==> config.mk <==
export PLATFORM = sky130hd
export DESIGN_NAME = lge_cell_rule
export DESIGN_NICKNAME = d
export VERILOG_FILES = /design/src/hw/rtl/life_grid_engine_assert.svh /design/src/hw/rtl/lge_pkg.sv /design/src/hw/rtl/lge_cell_rule.sv
export SDC_FILE = /design/constraint.sdc
export NUM_CORES = 1
export LEC_CHECK = 0
export BUFFER_PORTS_ARGS = -buffer_cell sky130_fd_sc_hd__buf_2
export CORE_ASPECT_RATIO = 1.1
export CORE_UTILIZATION = 50
export DETAILED_ROUTE_END_ITERATION = 10
export PLACE_DENSITY = 0.93
export SLEW_MARGIN = 10
export SYNTH_ARGS = -nofsm -noshare
export SYNTH_HDL_FRONTEND = slang
export SYNTH_SLANG_ARGS = --single-unit
export TNS_END_PERCENT = 1
==> constraint.sdc <==
create_clock -name vclk -period 7
set_clock_uncertainty 0.2 [all_clocks]
set_input_delay 1.05 -clock vclk [all_inputs]
set_output_delay 1.05 -clock vclk [all_outputs]
set_load 0.03 [all_outputs]
==> src/hw/rtl/life_grid_engine_assert.svh <==
// Assertion macros shared by the life grid engine RTL.
`ifndef LIFE_GRID_ENGINE_ASSERT_SVH
`define LIFE_GRID_ENGINE_ASSERT_SVH

// The consequent must hold in the same cycle as the antecedent.
`define LGE_ASSERT_SAME(lbl, ante, cons, msg) \
	lbl: assert property (@(posedge clk) disable iff (!arst_n) (ante) |-> (cons)) \
		else $error(msg);

// The consequent must hold in the cycle after the antecedent.
`define LGE_ASSERT_NEXT(lbl, ante, cons, msg) \
	lbl: assert property (@(posedge clk) disable iff (!arst_n) (ante) |=> (cons)) \
		else $error(msg);

`endif

==> src/hw/rtl/lge_pkg.sv <==
// Types and constants of the life grid engine.
package lge_pkg;

	localparam int SIZE_W  = 7;
	localparam int INDEX_W = 6;
	localparam int COUNT_W = 4;

	localparam logic [SIZE_W-1:0]  SIZE_RESET    = 7'd64;
	localparam logic [COUNT_W-1:0] BIRTH_COUNT   = 4'd3;
	localparam logic [COUNT_W-1:0] SURVIVE_COUNT = 4'd2;

	typedef enum logic [1:0] {
		ACT_TOGGLE  = 2'd0,
		ACT_READ    = 2'd1,
		ACT_CLEAR   = 2'd2,
		ACT_ADVANCE = 2'd3
	} action_t;

	typedef enum logic {
		REG_USED_COLUMNS = 1'b0,
		REG_USED_ROWS    = 1'b1
	} cfg_reg_t;

	typedef struct packed {
		action_t             action;
		logic [INDEX_W-1:0]  column_index;
		logic [INDEX_W-1:0]  row_index;
	} cmd_t;

	typedef struct packed {
		logic cell_value;
		logic status;
	} res_t;

	typedef enum logic [3:0] {
		ST_IDLE,
		ST_CLEAR,
		ST_CELL,
		ST_ADV_RD0,
		ST_ADV_RD1,
		ST_ADV_RD2,
		ST_ADV_CELL,
		ST_ADV_WR,
		ST_DONE
	} state_t;

endpackage

==> src/hw/rtl/lge_cell_rule.sv <==
// Neighbor count and B3/S23 rule for one cell, taken from three column words.
module lge_cell_rule #(
	parameter int ROWS = 64,
	localparam int RW = $clog2(ROWS)
) (
	input  logic [ROWS-1:0] left,
	input  logic [ROWS-1:0] center,
	input  logic [ROWS-1:0] right,
	input  logic [RW-1:0]   row_up,
	input  logic [RW-1:0]   row,
	input  logic [RW-1:0]   row_down,
	output logic            alive_next
);

	logic [lge_pkg::COUNT_W-1:0] count;
	logic                        alive;

	always_comb begin
		count = lge_pkg::COUNT_W'(left[row_up])   + lge_pkg::COUNT_W'(center[row_up])
		      + lge_pkg::COUNT_W'(right[row_up])  + lge_pkg::COUNT_W'(left[row])
		      + lge_pkg::COUNT_W'(right[row])     + lge_pkg::COUNT_W'(left[row_down])
		      + lge_pkg::COUNT_W'(center[row_down]) + lge_pkg::COUNT_W'(right[row_down]);
		alive = center[row];
		if (alive) begin
			alive_next = (count == lge_pkg::SURVIVE_COUNT) || (count == lge_pkg::BIRTH_COUNT);
		end else begin
			alive_next = (count == lge_pkg::BIRTH_COUNT);
		end
	end

endmodule

Word level (Yosys, flattened, before mapping)
Cells that the tools add are included.
{ "classes": {"n_mux": 19, "addsub": 7, "eq_ne": 2, "n_reduce_logical": 1, "n_lt_le_gt_ge": 3} }
{ "op_table": {"columns": ["operator", "count"], "rows": [
  ["$bmux 1 s6", 9],
  ["$lt 6x7->1 const B", 3],
  ["$add 4x1->4", 4],
  ["$mux 1", 10],
  ["$eq 4x2->1 const B", 2],
  ["$add 3x1->4", 1],
  ["$add 2x1->3", 1],
  ["$add 1x1->2", 1],
  ["$logic_or 1x1->1", 1]
]} }
{ "totals": {"register_bits": 0, "out_inout_bits": 1, "input_bits": 210} }

Depth between registers and ports, before layout
Gate-level depths: netlist of the first run.
{ "logic_depth": {"depth_word": 12, "ltp_mapped": 18, "mapped_depth_nobuf": 16} }

Worst setup path before layout of the first run
OpenSTA, ideal clock, no wires.
{ "synth_path": {"path_type": "input-to-output", "startpoint": "in row[0]", "endpoint": "out alive_next", "path_slack_ns": -0.017, "n_path_buf": 2, "t_arrival_ns": 5.767, "path_stages": 16, "required_time_ns": 5.750, "path_cell_list": "buf_6 -> buf_1 -> mux4_2 -> mux4_2 -> mux2i_1 -> a21oi_1 -> fa_1 -> inv_1 -> fa_1 -> fa_1 -> inv_1 -> ha_1 -> fa_1 -> o21ai_0 -> nand2_1 -> a31oi_1"} }
{ "synth_via": {"elab_chain_len": 10} }
{ "synth_lines": {"columns": ["element", "line_no", "source"], "rows": [
  ["from (decl)", "lge_cell_rule.sv:10", "input logic [RW-1:0] row,"],
  ["$bmux 1 s6", "lge_cell_rule.sv:20", "+ lge_pkg::COUNT_W'(right[row_up]) + lge_pkg::COUNT_W'(left[row])"],
  ["$mux 1 (implied by the code)", "lge_cell_rule.sv:20", null],
  ["$add 3x1->4", "lge_cell_rule.sv:20", null],
  ["$add 4x1->4 (2 in a row)", "lge_cell_rule.sv:21", "+ lge_pkg::COUNT_W'(right[row]) + lge_pkg::COUNT_W'(left[row_down])"],
  ["$add 4x1->4 (2 in a row)", "lge_cell_rule.sv:22", "+ lge_pkg::COUNT_W'(center[row_down]) + lge_pkg::COUNT_W'(right[row_down]);"],
  ["$eq 4x2->1, on equally long branches", "lge_cell_rule.sv:25, lge_cell_rule.sv:27", null],
  ["$logic_or 1x1->1", "lge_cell_rule.sv:25", "alive_next = (count == lge_pkg::SURVIVE_COUNT) || (count == lge_pkg::BIRTH_COUNT);"],
  ["$mux 1 (*)", "lge_cell_rule.sv:24", "if (alive) begin"],
  ["to (decl)", "lge_cell_rule.sv:12", "output logic alive_next"]
]} }
Every way passes the cells marked *; elsewhere a longest branch is shown, timed or not. The select of a mux whose other input is x is not followed.

Final worst setup path of the first run
Ends and elaborated chain as after synthesis.

==> results.txt, run 1 <==
Setup repair after global routing left no endpoint under its margin. The utilization after layout came out at 0.6478. The most critical setup path has its endpoint at alive_next.

The first-pass iteration count of the detailed router came out at 5. In this run the worst hold path is classified as primary input to primary output. The number of buffers inserted by hold repair at cts is 0. The synthesis warning total came out at 0. The library cell used most frequently in the layout, excluding fill and tap cells, is sky130_fd_sc_hd__buf_2. The critical path goes through buf_6 -> buf_8 -> mux4_2 -> mux4_2 -> mux2i_1 -> a21oi_1 -> fa_1 -> inv_1 -> fa_1 -> fa_1 -> inv_1 -> ha_1 -> fa_1 -> o21ai_0 -> nand2_1 -> a31oi_2 -> buf_6. The total wire length came out at 16400 um.

In the post-route analysis, the smallest setup slack over all paths is 0.1102 ns. Leaving out fill and tap cells, the most frequent cells in the layout are 205 x sky130_fd_sc_hd__buf_2, 171 x sky130_fd_sc_hd__mux4_2, 22 x sky130_fd_sc_hd__buf_4, 16 x sky130_fd_sc_hd__mux2i_1, 11 x sky130_fd_sc_hd__a211oi_1. The required arrival time at the worst endpoint is 5.75 ns.

Registers take 0 um2. The number of max-slew violations in the final report came out at 0. Tracing the worst setup path back leads to its startpoint at row[0]. The number of antenna violations at the first check in global routing was 0. The number of buffers added on ports came out at about 210. The post-synth net total is around 520. The number of ports placed on the die boundary came out at ~210. The worst hold path passes through 4 cells.

The number of hold violations in the final report is 0. The detailed-route vias per instance came out at roughly 7.6. The worst-path maximum fanout came out at 18. The count of final setup violators came out at 0. The analysis attributes to cell leakage a power of roughly 0.0024 uW.

After detailed placement, the total cell area comes to 0.005986 mm2. Data on the critical path arrives at its endpoint at roughly 5.6 ns. Sequential cells placed in the final layout were counted as 0. The synthesized area divided by synthesized cell count is approximately 16 um2.

The final critical-path share of the clock period came out at 0.9843. After detailed routing, the number of remaining DRC violations is 0. The number of max-capacitance violations reported is 0. The net total in the final layout is ~710. The number of antenna cells inserted came out at 0. The worst setup path is captured at a primary output. Fill cells in the final layout number 661. The area of all placed cells without fillers is ~0.0060 mm2. The sequential-to-total area share from yosys stat came out at 0. The first-pass GRT wire length came out at between 20000 and 30000 um. The critical path is of the primary input to primary output type. The achievable clock frequency is around 0.15 GHz. The per-cell routed wire length is 26.84 um. The synthesized netlist contains 28 unique library cells. The largest stage delay on the critical path came out at 0.55 ns. The cell area that synthesis handed to floorplanning was 0.004768 mm2. The slowest stage of the critical path belongs to the cell sky130_fd_sc_hd__fa_1. Of the cells placed in the final design, the portion with a size suffix greater than 1 is 0.8441. The initial DRC count came out at between 300 and 400.

The full die area came out at a little under 0.01 mm2. The peak supply drop is approximately 0.053 mV. The antenna violation net count after detailed routing is 0. At the pin with the least slew margin, the transition time is approximately 0.61 ns.

The run finished with clean final reports. The synthesis-to-finish area growth is 26.42%. The via count of the first global-routing pass came out at between 5000 and 6000. The residual overflow from global routing is 0. The design draws between 500 and 600 uW. The sum of net half-perimeters after detailed placement came out at around 14000 um. The worst slack at placement is -0.1383 ns. The total of clock buffers placed in the layout is 0.

The startpoint kind of the worst setup timing path is a primary input. The total number of placement rows came out at 37. The most prevalent standard cell on the critical path is sky130_fd_sc_hd__fa_1. The number of buffers inserted by post-CTS setup repair is 0.

The die span in y is roughly 100 um. The overall global routing resource usage came out at 0.3462. The power density over the cells came out at ~90 mW/mm2. The width of the die is about 95 um. The final route contains 4628 vias. The clock period minus final worst setup slack is around 7 ns. Routability-driven placement finished with a final weighted congestion of about 0.94. The maximum number of pins on one net before global-route repair is 25. The gate count after technology mapping is about 300. The max-slew headroom at the worst pin is 0.5913. The area of the core region is 0.009305 mm2.

The initial cell density of the core is 0.5124.
-- through the flow --
step	instances	hold slack, ns	setup TNS [ns]
finish	611	2.453	0
global route	611	2.475	0
floorplan	301	2.374	0
detailed placement	611	2.461	-0.1383
CTS	611	2.457	0
global placement	611	2.452	-0.03166
-- critical path, delay by kind of cell --
kind                       cells  cell delay, ns
adders and majority gates      5            2.16
muxes                          3            1.21
buffers and inverters          5            0.63
AOI/OAI and AO/OA              3            0.51
and+or+nand+nor                1            0.08
-- power breakdown --
part / switching [uW] / leakage (uW) / internal [uW] / total [uW]
Combinational: 239 / 0.00236 / 295 / 534
Clock: 0 / 0 / 0 / 0
Sequential: 0 / 0 / 0 / 0
Total: 239 / 0.00236 / 295 / 534
-- cells in the mapped netlist, drive strengths merged --
master	number	area, um2
clkbuf	18	67.56
mux4	171	3851
or2	1	6.260
a31oi	1	6.260
a21oi	9	45.04
nor3	1	5.000
inv	6	22.52
nand3	2	10.01
ha	3	37.54
nor2	1	3.750
a211oi	12	90.09
buf	25	153.9
nor2b	8	50.05
nor4	1	6.260
fa	4	80.08
nand2b	2	12.51
o221ai	2	17.52
mux2	7	78.83
nand2	4	15.01
nand3b	2	15.01
o21ai	3	15.01
mux2i	16	160.2
nor3b	1	7.510
o2111a	1	11.26
-- how the worst min path moves through the flow --
stage / slack (ns) / end / start
after CTS: 2.46 / alive_next / row[5]
after global placement: 2.45 / alive_next / row[5]
after floorplan: 2.37 / alive_next / row[5]
final: 2.45 / alive_next / row[5]
after detailed placement: 2.46 / alive_next / row[5]
after global routing: 2.48 / alive_next / row[5]
-- final cells by class --
type                       count  area [um2]  share of cell area
inverter                       6       22.52            0.003736
tap                          117       146.4             0.02428
timing repair buffer         236        1324              0.2196
multi-input combinational    252        4536              0.7524
-- metal layers --
metal	share of wire	vias up	routed length [um]	track usage
met1	0.32	2324	5323	0.4467
met3	0.10	58	1715	0.03582
li1	-	1841	-	-
met4	0.032	0	527	0.09416
met5	0	-	0	0
met2	0.54	405	8833	0.6133
-- logic make-up (layout without fill, tap and decap cells) --
logic type / count (synthesis) / after routing / synth area share
AOI/OAI and AO/OA: 28 / 28 / 0.03884
adders and majority gates: 7 / 7 / 0.02467
and+or+nand+nor: 23 / 23 / 0.02755
muxes: 194 / 194 / 0.8578
buffers and inverters: 49 / 242 / 0.05117
-- repair_timing --
item,4_1_cts,5_1_grt
endpoints found under the setup margin,1,1
resized for setup,4,8
gates cloned,0,0
hold endpoints to repair,0,0
Note: power is estimated with default switching activity, not from simulation.
==> run 2: changes to the inputs <==
--- a/config.mk
+++ b/config.mk
@@ -7,9 +7,9 @@
 export LEC_CHECK = 0
 export BUFFER_PORTS_ARGS = -buffer_cell sky130_fd_sc_hd__buf_2
 export CORE_ASPECT_RATIO = 1.1
-export CORE_UTILIZATION = 50
+export CORE_UTILIZATION = 45
 export DETAILED_ROUTE_END_ITERATION = 10
-export PLACE_DENSITY = 0.93
+export PLACE_DENSITY = 0.86
 export SLEW_MARGIN = 10
 export SYNTH_ARGS = -nofsm -noshare
 export SYNTH_HDL_FRONTEND = slang
==> results.txt, run 2 (synthesis gave the netlist of run 1 again) <==
Run status: completed (unchanged). The total via count after detailed routing came out at 4513 (was 4628). The part of the power in registers came out at 0 (about the same).

The first-pass GRT wire length is 25310 um (was 26210 um). The final critical-path share of the clock period came to 0.9751 (was 0.9843). The area of the core region came to 0.01034 mm2 (was 0.009305 mm2).

The number of max-capacitance violations reported came out at 0 (unchanged). The width of the die came out at 100.1 um (was 95.11 um). The per-cell routed wire length came out at 26.26 um (was 26.84 um). The antenna violation net count after detailed routing is 0 (unchanged).

The arrival time at the worst endpoint came out at 5.58 ns (was 5.64 ns). The number of flip-flops and latches was 0 (unchanged). The combinational fraction of design power came out at 1.000 (about the same).

The critical hold path startpoint is row[5] (unchanged). The kind of end point of the critical path is a primary output (unchanged). The DRC violations left is 0 (unchanged). The category of the critical setup timing path is primary input to primary output (unchanged). The transition time at the pin with the least slew margin is 0.5731 ns (was 0.6131 ns). The required arrival time at the worst endpoint is 5.75 ns (about the same). The net switching share of the total power is 0.4477 (was 0.4469). The power density over the cells came out at 89.76 mW/mm2 (was 88.57 mW/mm2).

The design internal power came to 301.4 uW (was 295.3 uW). The number of antenna violations at the first check in global routing is 2 (was 0). The number of hold violations in the final report is 0 (unchanged).

The number of max-slew violations in the final report came out at 0 (unchanged). The clock network fraction of total power is 0 (about the same). The number of ports placed on the die boundary is 211 (unchanged). The residual overflow from global routing is 0 (unchanged). The worst-path maximum fanout is 6 (was 18). The full die area is 0.01101 mm2 (was 0.009931 mm2).

The initial cell density of the core came to 0.4609 (was 0.5124). The detailed-route vias per instance is 7.141 (was 7.574). The area of the multi-input gates is 0.004551 mm2 (was 0.004536 mm2).

The synthesis-to-finish area growth is 27.53% (was 26.42%). The number of antenna cells inserted came out at 0 (unchanged). The overall power is 545.8 uW (was 533.9 uW). The power spent charging and discharging nets is 244.4 uW (was 238.6 uW). The most prevalent standard cell on the critical path is sky130_fd_sc_hd__fa_1 (unchanged).

Commonest cells after routing, fill and taps aside: 206 x sky130_fd_sc_hd__buf_2, 171 x sky130_fd_sc_hd__mux4_2, 14 x sky130_fd_sc_hd__mux2i_1, 14 x sky130_fd_sc_hd__buf_4, 12 x sky130_fd_sc_hd__a211oi_1 (was 205 x sky130_fd_sc_hd__buf_2, 171 x sky130_fd_sc_hd__mux4_2, 22 x sky130_fd_sc_hd__buf_4, 16 x sky130_fd_sc_hd__mux2i_1, 11 x sky130_fd_sc_hd__a211oi_1). The first-pass iteration count of the detailed router is 4 (was 5). The cell total after placement was 631 (was 611). The leakage power came out at 0.002348 uW (was 0.002358 uW). The net total in the final layout came to 708 (was 713). The total number of placement rows was 39 (was 37). The max-slew headroom at the worst pin is 0.6179 (was 0.5913). The sum of net half-perimeters after detailed placement is 13600 um (was 13700 um).

The via count of the first global-routing pass is 4954 (was 5045). The overall global routing resource usage is 0.3046 (was 0.3462). The highest-delay cell along the critical path is sky130_fd_sc_hd__fa_1 (unchanged). The maximum number of pins on one net before global-route repair came out at 25 (unchanged). The final weighted congestion of routability-driven global placement came out at 0.9284 (was 0.9411). The number of buffers added on ports came out at 211 (unchanged).

The total wire length is 16600 um (was 16400 um). The final cell count without fillers is 632 (was 611). The share of post-route cells with drive strength above 1 is 0.8466 (was 0.8441). The endpoint of the worst setup timing path is alive_next (unchanged).

The worst slack at placement is -0.05526 ns (was -0.1383 ns). The initial DRC count is 332 (was 378). The final worst-path setup slack is 0.1741 ns (was 0.1102 ns). The launching element of the worst setup path is row[0] (unchanged). Series of cell instances along the critical path: buf_4 -> mux4_2 -> mux4_2 -> nor2b_1 -> a211oi_1 -> a21oi_1 -> fa_1 -> inv_1 -> fa_1 -> fa_1 -> inv_1 -> ha_1 -> fa_1 -> o21ai_2 -> nand2_1 -> a31oi_2 -> buf_6 (was buf_6 -> buf_8 -> mux4_2 -> mux4_2 -> mux2i_1 -> a21oi_1 -> fa_1 -> inv_1 -> fa_1 -> fa_1 -> inv_1 -> ha_1 -> fa_1 -> o21ai_0 -> nand2_1 -> a31oi_2 -> buf_6).

The achievable clock frequency was 0.1465 GHz (was 0.1451 GHz). The die span in y is 110.0 um (was 104.4 um). The sequential cell area came out at 0 um2 (unchanged). The class of the worst hold path is primary input to primary output (unchanged).

The most frequent standard cell in the layout excluding fill and tap cells was sky130_fd_sc_hd__buf_2 (unchanged). The utilization after layout is 0.5878 (was 0.6478). The largest stage delay on the critical path is 0.54 ns (was 0.55 ns). The count of fill cells added during filler insertion came out at 824 (was 661). The peak supply drop is 0.07369 mV (was 0.05322 mV). The startpoint kind of the worst setup timing path is a primary input (unchanged). The count of final setup violators came out at 0 (unchanged). The total of clock buffers placed in the layout is 0 (unchanged).

The final setup TNS came out at 0 ns (unchanged). The clock period minus final worst setup slack is 6.826 ns (was 6.890 ns).
run 2: cell count changes in the layout (fill, tap and decap cells not counted), sizes merged:
cell / delta
buf: -4
clkbuf: -1
run 2: layout make-up:
type                            count  area share
Timing Repair Buffer              231      0.2185
Multi-Input combinational cell    252      0.7484
Inverter                            6    0.003704
Tap cell                          143     0.02942
run 2: how the worst min path moves through the flow:
stage                             to  cells after the start  slack (ns)
final                     alive_next                      4        2.42
after global routing      alive_next                      4        2.45
after CTS                 alive_next                      4        2.44
after detailed placement  alive_next                      4        2.44
after global placement    alive_next                      4        2.45
after floorplan           alive_next                      3        2.37
run 2: what timing repair did:
| action | in CTS | in global routing |
|---|---|---|
| setup endpoints to repair | 1 | 1 |
| buffers inserted | 0 | 1 |
| pin swaps | 0 | 2 |
| hold buffers | 0 | 0 |
| resized for setup | 1 | 17 |
run 2: worst max-delay path, delay by kind of cell:
kind | cells | cell delay (ns)
buf+inv | 4 | 0.44
mux | 2 | 1.01
fa+ha+maj | 5 | 2.19
simple gates | 2 | 0.22
compound gates | 4 | 0.65
run 2: stage by stage:
stage	hold WS (ns)	cell area (um2)
3_5_place_dp	2.441	6011
6_report	2.418	6081
2_1_floorplan	2.374	4775
4_1_cts	2.441	6015
3_3_place_gp	2.450	6011
5_1_grt	2.447	6081
run 2: power groups by stage:
stage                     Sequential (uW)  Combinational [uW]  Clock, uW
after floorplan                         0                 346          0
after global placement                  0                 497          0
after detailed placement                0                 517          0
after CTS                               0                 517          0
after global routing                    0                 586          0
final                                   0                 546          0
run 2: routing by layer:
| layer | wire, um | share of wire | GRT usage |
|---|---|---|---|
| met1 | 5643 | 0.34 | 0.3673 |
| met2 | 8783 | 0.53 | 0.5391 |
| met3 | 1647 | 0.099 | 0.06866 |
| met4 | 502 | 0.030 | 0.1087 |
| met5 | 22 | 0.0013 | 0 |
==> run 3: changes to the inputs <==
--- a/config.mk
+++ b/config.mk
@@ -10,6 +10,7 @@
 export CORE_UTILIZATION = 45
 export DETAILED_ROUTE_END_ITERATION = 10
 export PLACE_DENSITY = 0.86
+export REMOVE_ABC_BUFFERS = 1
 export SLEW_MARGIN = 10
 export SYNTH_ARGS = -nofsm -noshare
 export SYNTH_HDL_FRONTEND = slang
==> results.txt, run 3 (synthesis gave the netlist of run 1 again) <==
The clock period minus final worst setup slack was 6.824 ns (was 6.826 ns). The synthesis-to-finish area growth was 27.26% (was 27.53%). The share of post-route cells with drive strength above 1 is 0.8438 (was 0.8466). The number of hold violations in the final report came to 0 (unchanged). The per-cell routed wire length is 25.94 um (was 26.26 um). The via count of the first global-routing pass is 4921 (was 4954). The kind of end point of the critical path is a primary output (unchanged). The combinational fraction of design power is 1.000 (about the same). The number of max-capacitance violations reported is 0 (unchanged).

The class of the worst hold path is primary input to primary output (unchanged). The worst-path maximum fanout came out at 14 (was 6). The width of the die is 100.1 um (unchanged). The area of the core region came out at 0.01034 mm2 (unchanged). The total of clock buffers placed in the layout came out at 0 (unchanged). The number of buffers and inverters on the critical path is 6 (was 4). The number of ports placed on the die boundary is 211 (unchanged).

The most prevalent standard cell on the critical path is sky130_fd_sc_hd__fa_1 (unchanged). The final weighted congestion of routability-driven global placement is 0.8630 (was 0.9284). The arrival time at the worst endpoint came to 5.57 ns (was 5.58 ns).

The initial cell density of the core came to 0.4609 (unchanged). The overall global routing resource usage was 0.3033 (was 0.3046). The count of final setup violators came out at 0 (unchanged). The power spent charging and discharging nets is 233.8 uW (was 244.4 uW).

The full die area was 0.01101 mm2 (unchanged). The number of flip-flops and latches came out at 0 (unchanged). The final critical-path share of the clock period is 0.9748 (was 0.9751). The startpoint kind of the worst setup timing path is a primary input (unchanged). The number of antenna cells inserted is 0 (unchanged). The highest-delay cell along the critical path is sky130_fd_sc_hd__fa_1 (unchanged). The residual overflow from global routing is 0 (unchanged). The DRC violations left came out at 0 (unchanged). The net switching share of the total power came out at 0.4455 (was 0.4477). The detailed-route vias per instance is 7.069 (was 7.141). The sum of net half-perimeters after detailed placement came out at 13170 um (was 13600 um). The total via count after detailed routing came out at 4496 (was 4513). The achievable clock frequency is 0.1465 GHz (about the same).

The launching element of the worst setup path is row_up[0] (was row[0]). The cell area after placement came out at 0.005989 mm2 (was 0.006011 mm2). The number of max-slew violations in the final report is 0 (unchanged). The largest stage delay on the critical path is 0.51 ns (was 0.54 ns). The area of all placed cells without fillers came to 0.006068 mm2 (was 0.006081 mm2). The power density over the cells is 86.49 mW/mm2 (was 89.76 mW/mm2). Series of cell instances along the critical path: buf_4 -> buf_12 -> buf_4 -> mux4_2 -> mux4_2 -> a211oi_2 -> a21oi_1 -> fa_1 -> inv_1 -> fa_1 -> fa_1 -> inv_1 -> ha_1 -> fa_1 -> o21ai_1 -> nand2_1 -> a31oi_2 -> buf_4 (was buf_4 -> mux4_2 -> mux4_2 -> nor2b_1 -> a211oi_1 -> a21oi_1 -> fa_1 -> inv_1 -> fa_1 -> fa_1 -> inv_1 -> ha_1 -> fa_1 -> o21ai_2 -> nand2_1 -> a31oi_2 -> buf_6). The overall power is 524.8 uW (was 545.8 uW). The antenna violation net count after detailed routing was 0 (unchanged). The max-slew headroom at the worst pin came out at 0.6053 (was 0.6179). The final hold slack is 2.465 ns (was 2.418 ns).

The kind of cell with the highest combined delay on the critical path is adder cells (unchanged). The number of antenna violations at the first check in global routing is 0 (was 2). The number of buffers added on ports came out at 211 (unchanged). The part of the power in registers came out at 0 (about the same). The total wire length is 16500 um (was 16600 um). The initial DRC count is 300 (was 332). The category of the critical setup timing path is primary input to primary output (unchanged). The die span in y is 110.0 um (unchanged). The net total in the final layout came out at 712 (was 708).

The leakage power was 0.002359 uW (was 0.002348 uW). The clock network fraction of total power came out at 0 (about the same). The required arrival time at the worst endpoint is 5.75 ns (about the same). Run status: completed (unchanged). The maximum number of pins on one net before global-route repair is 49 (was 25). The transition time at the pin with the least slew margin came out at 0.5920 ns (was 0.5731 ns). The total number of placement rows was 39 (unchanged). The endpoint of the worst setup timing path is alive_next (unchanged). The critical path depth in cells is 18 (was 17).

The first-pass GRT wire length came out at 25210 um (was 25310 um). The peak supply drop came to 0.1006 mV (was 0.07369 mV). Commonest cells after routing, fill and taps aside: 206 x sky130_fd_sc_hd__buf_2, 171 x sky130_fd_sc_hd__mux4_2, 20 x sky130_fd_sc_hd__buf_4, 16 x sky130_fd_sc_hd__mux2i_1, 11 x sky130_fd_sc_hd__a211oi_1 (was 206 x sky130_fd_sc_hd__buf_2, 171 x sky130_fd_sc_hd__mux4_2, 14 x sky130_fd_sc_hd__mux2i_1, 14 x sky130_fd_sc_hd__buf_4, 12 x sky130_fd_sc_hd__a211oi_1). The sequential cell area was 0 um2 (unchanged).

The design internal power came to 291.0 uW (was 301.4 uW). The first-pass iteration count of the detailed router is 4 (unchanged). The most frequent standard cell in the layout excluding fill and tap cells is sky130_fd_sc_hd__buf_2 (unchanged).
run 3: cell count changes in the layout (fill, tap and decap cells not counted):
cell and delta:
sky130_fd_sc_hd__buf_16 -1, sky130_fd_sc_hd__mux2i_1 +2, sky130_fd_sc_hd__o21ai_2 -1, sky130_fd_sc_hd__o21ai_1 +1, sky130_fd_sc_hd__buf_8 -1, sky130_fd_sc_hd__a211oi_1 -1
sky130_fd_sc_hd__a211oi_2 +1, sky130_fd_sc_hd__mux2i_2 -1, sky130_fd_sc_hd__mux2i_4 -1, sky130_fd_sc_hd__buf_4 +6
run 3: area by class of cell:
| type | count | area, um2 |
|---|---|---|
| Multi-Input combinational cell | 252 | 4536 |
| Fill cell | 880 | 4277 |
| Timing Repair Buffer | 235 | 1331 |
| Tap cell | 143 | 178.9 |
| Inverter | 6 | 22.52 |
run 3: worst min path at each step:
stage	startpoint	endpoint	slack [ns]	depth (start not counted)
6_report	row[5]	alive_next	2.46	4
2_1_floorplan	row[3]	alive_next	2.19	2
5_1_grt	row[5]	alive_next	2.49	4
3_5_place_dp	row[5]	alive_next	2.44	4
3_3_place_gp	row[5]	alive_next	2.45	4
4_1_cts	row[5]	alive_next	2.44	4
run 3: power by group through the flow:
stage | sequential [uW] | clock [uW] | combinational [uW]
2_1_floorplan | 0 | 0 | 296
3_3_place_gp | 0 | 0 | 484
3_5_place_dp | 0 | 0 | 503
4_1_cts | 0 | 0 | 506
5_1_grt | 0 | 0 | 566
6_report | 0 | 0 | 525
run 3: layer usage:
| layer | vias to the layer above | track usage | share of wire |
|---|---|---|---|
| li1 | 1846 | - | - |
| met1 | 2247 | 0.3762 | 0.34 |
| met2 | 346 | 0.5259 | 0.53 |
| met3 | 57 | 0.05531 | 0.092 |
| met4 | 0 | 0.1263 | 0.036 |
| met5 | - | 0 | 0 |
run 3: repair_timing:
item,CTS,global route
pin swaps,0,1
hold buffers,0,0
gates resized for setup,1,9
buffers inserted,0,7
gates cloned,0,0
endpoints found under the hold margin,0,0
setup endpoints to repair,1,1
run 3: through the flow:
stage	cells	TNS (ns)	utilization	worst slack (ns)
finish	636	0	0.5866	0.1762
global route	636	-0.03054	0.5866	-0.03054
CTS	629	0	0.5795	0.02582
detailed placement	629	-0.02805	0.5790	-0.02805
global placement	629	0	0.5790	0.04198
floorplan	258	0	-	0.4773
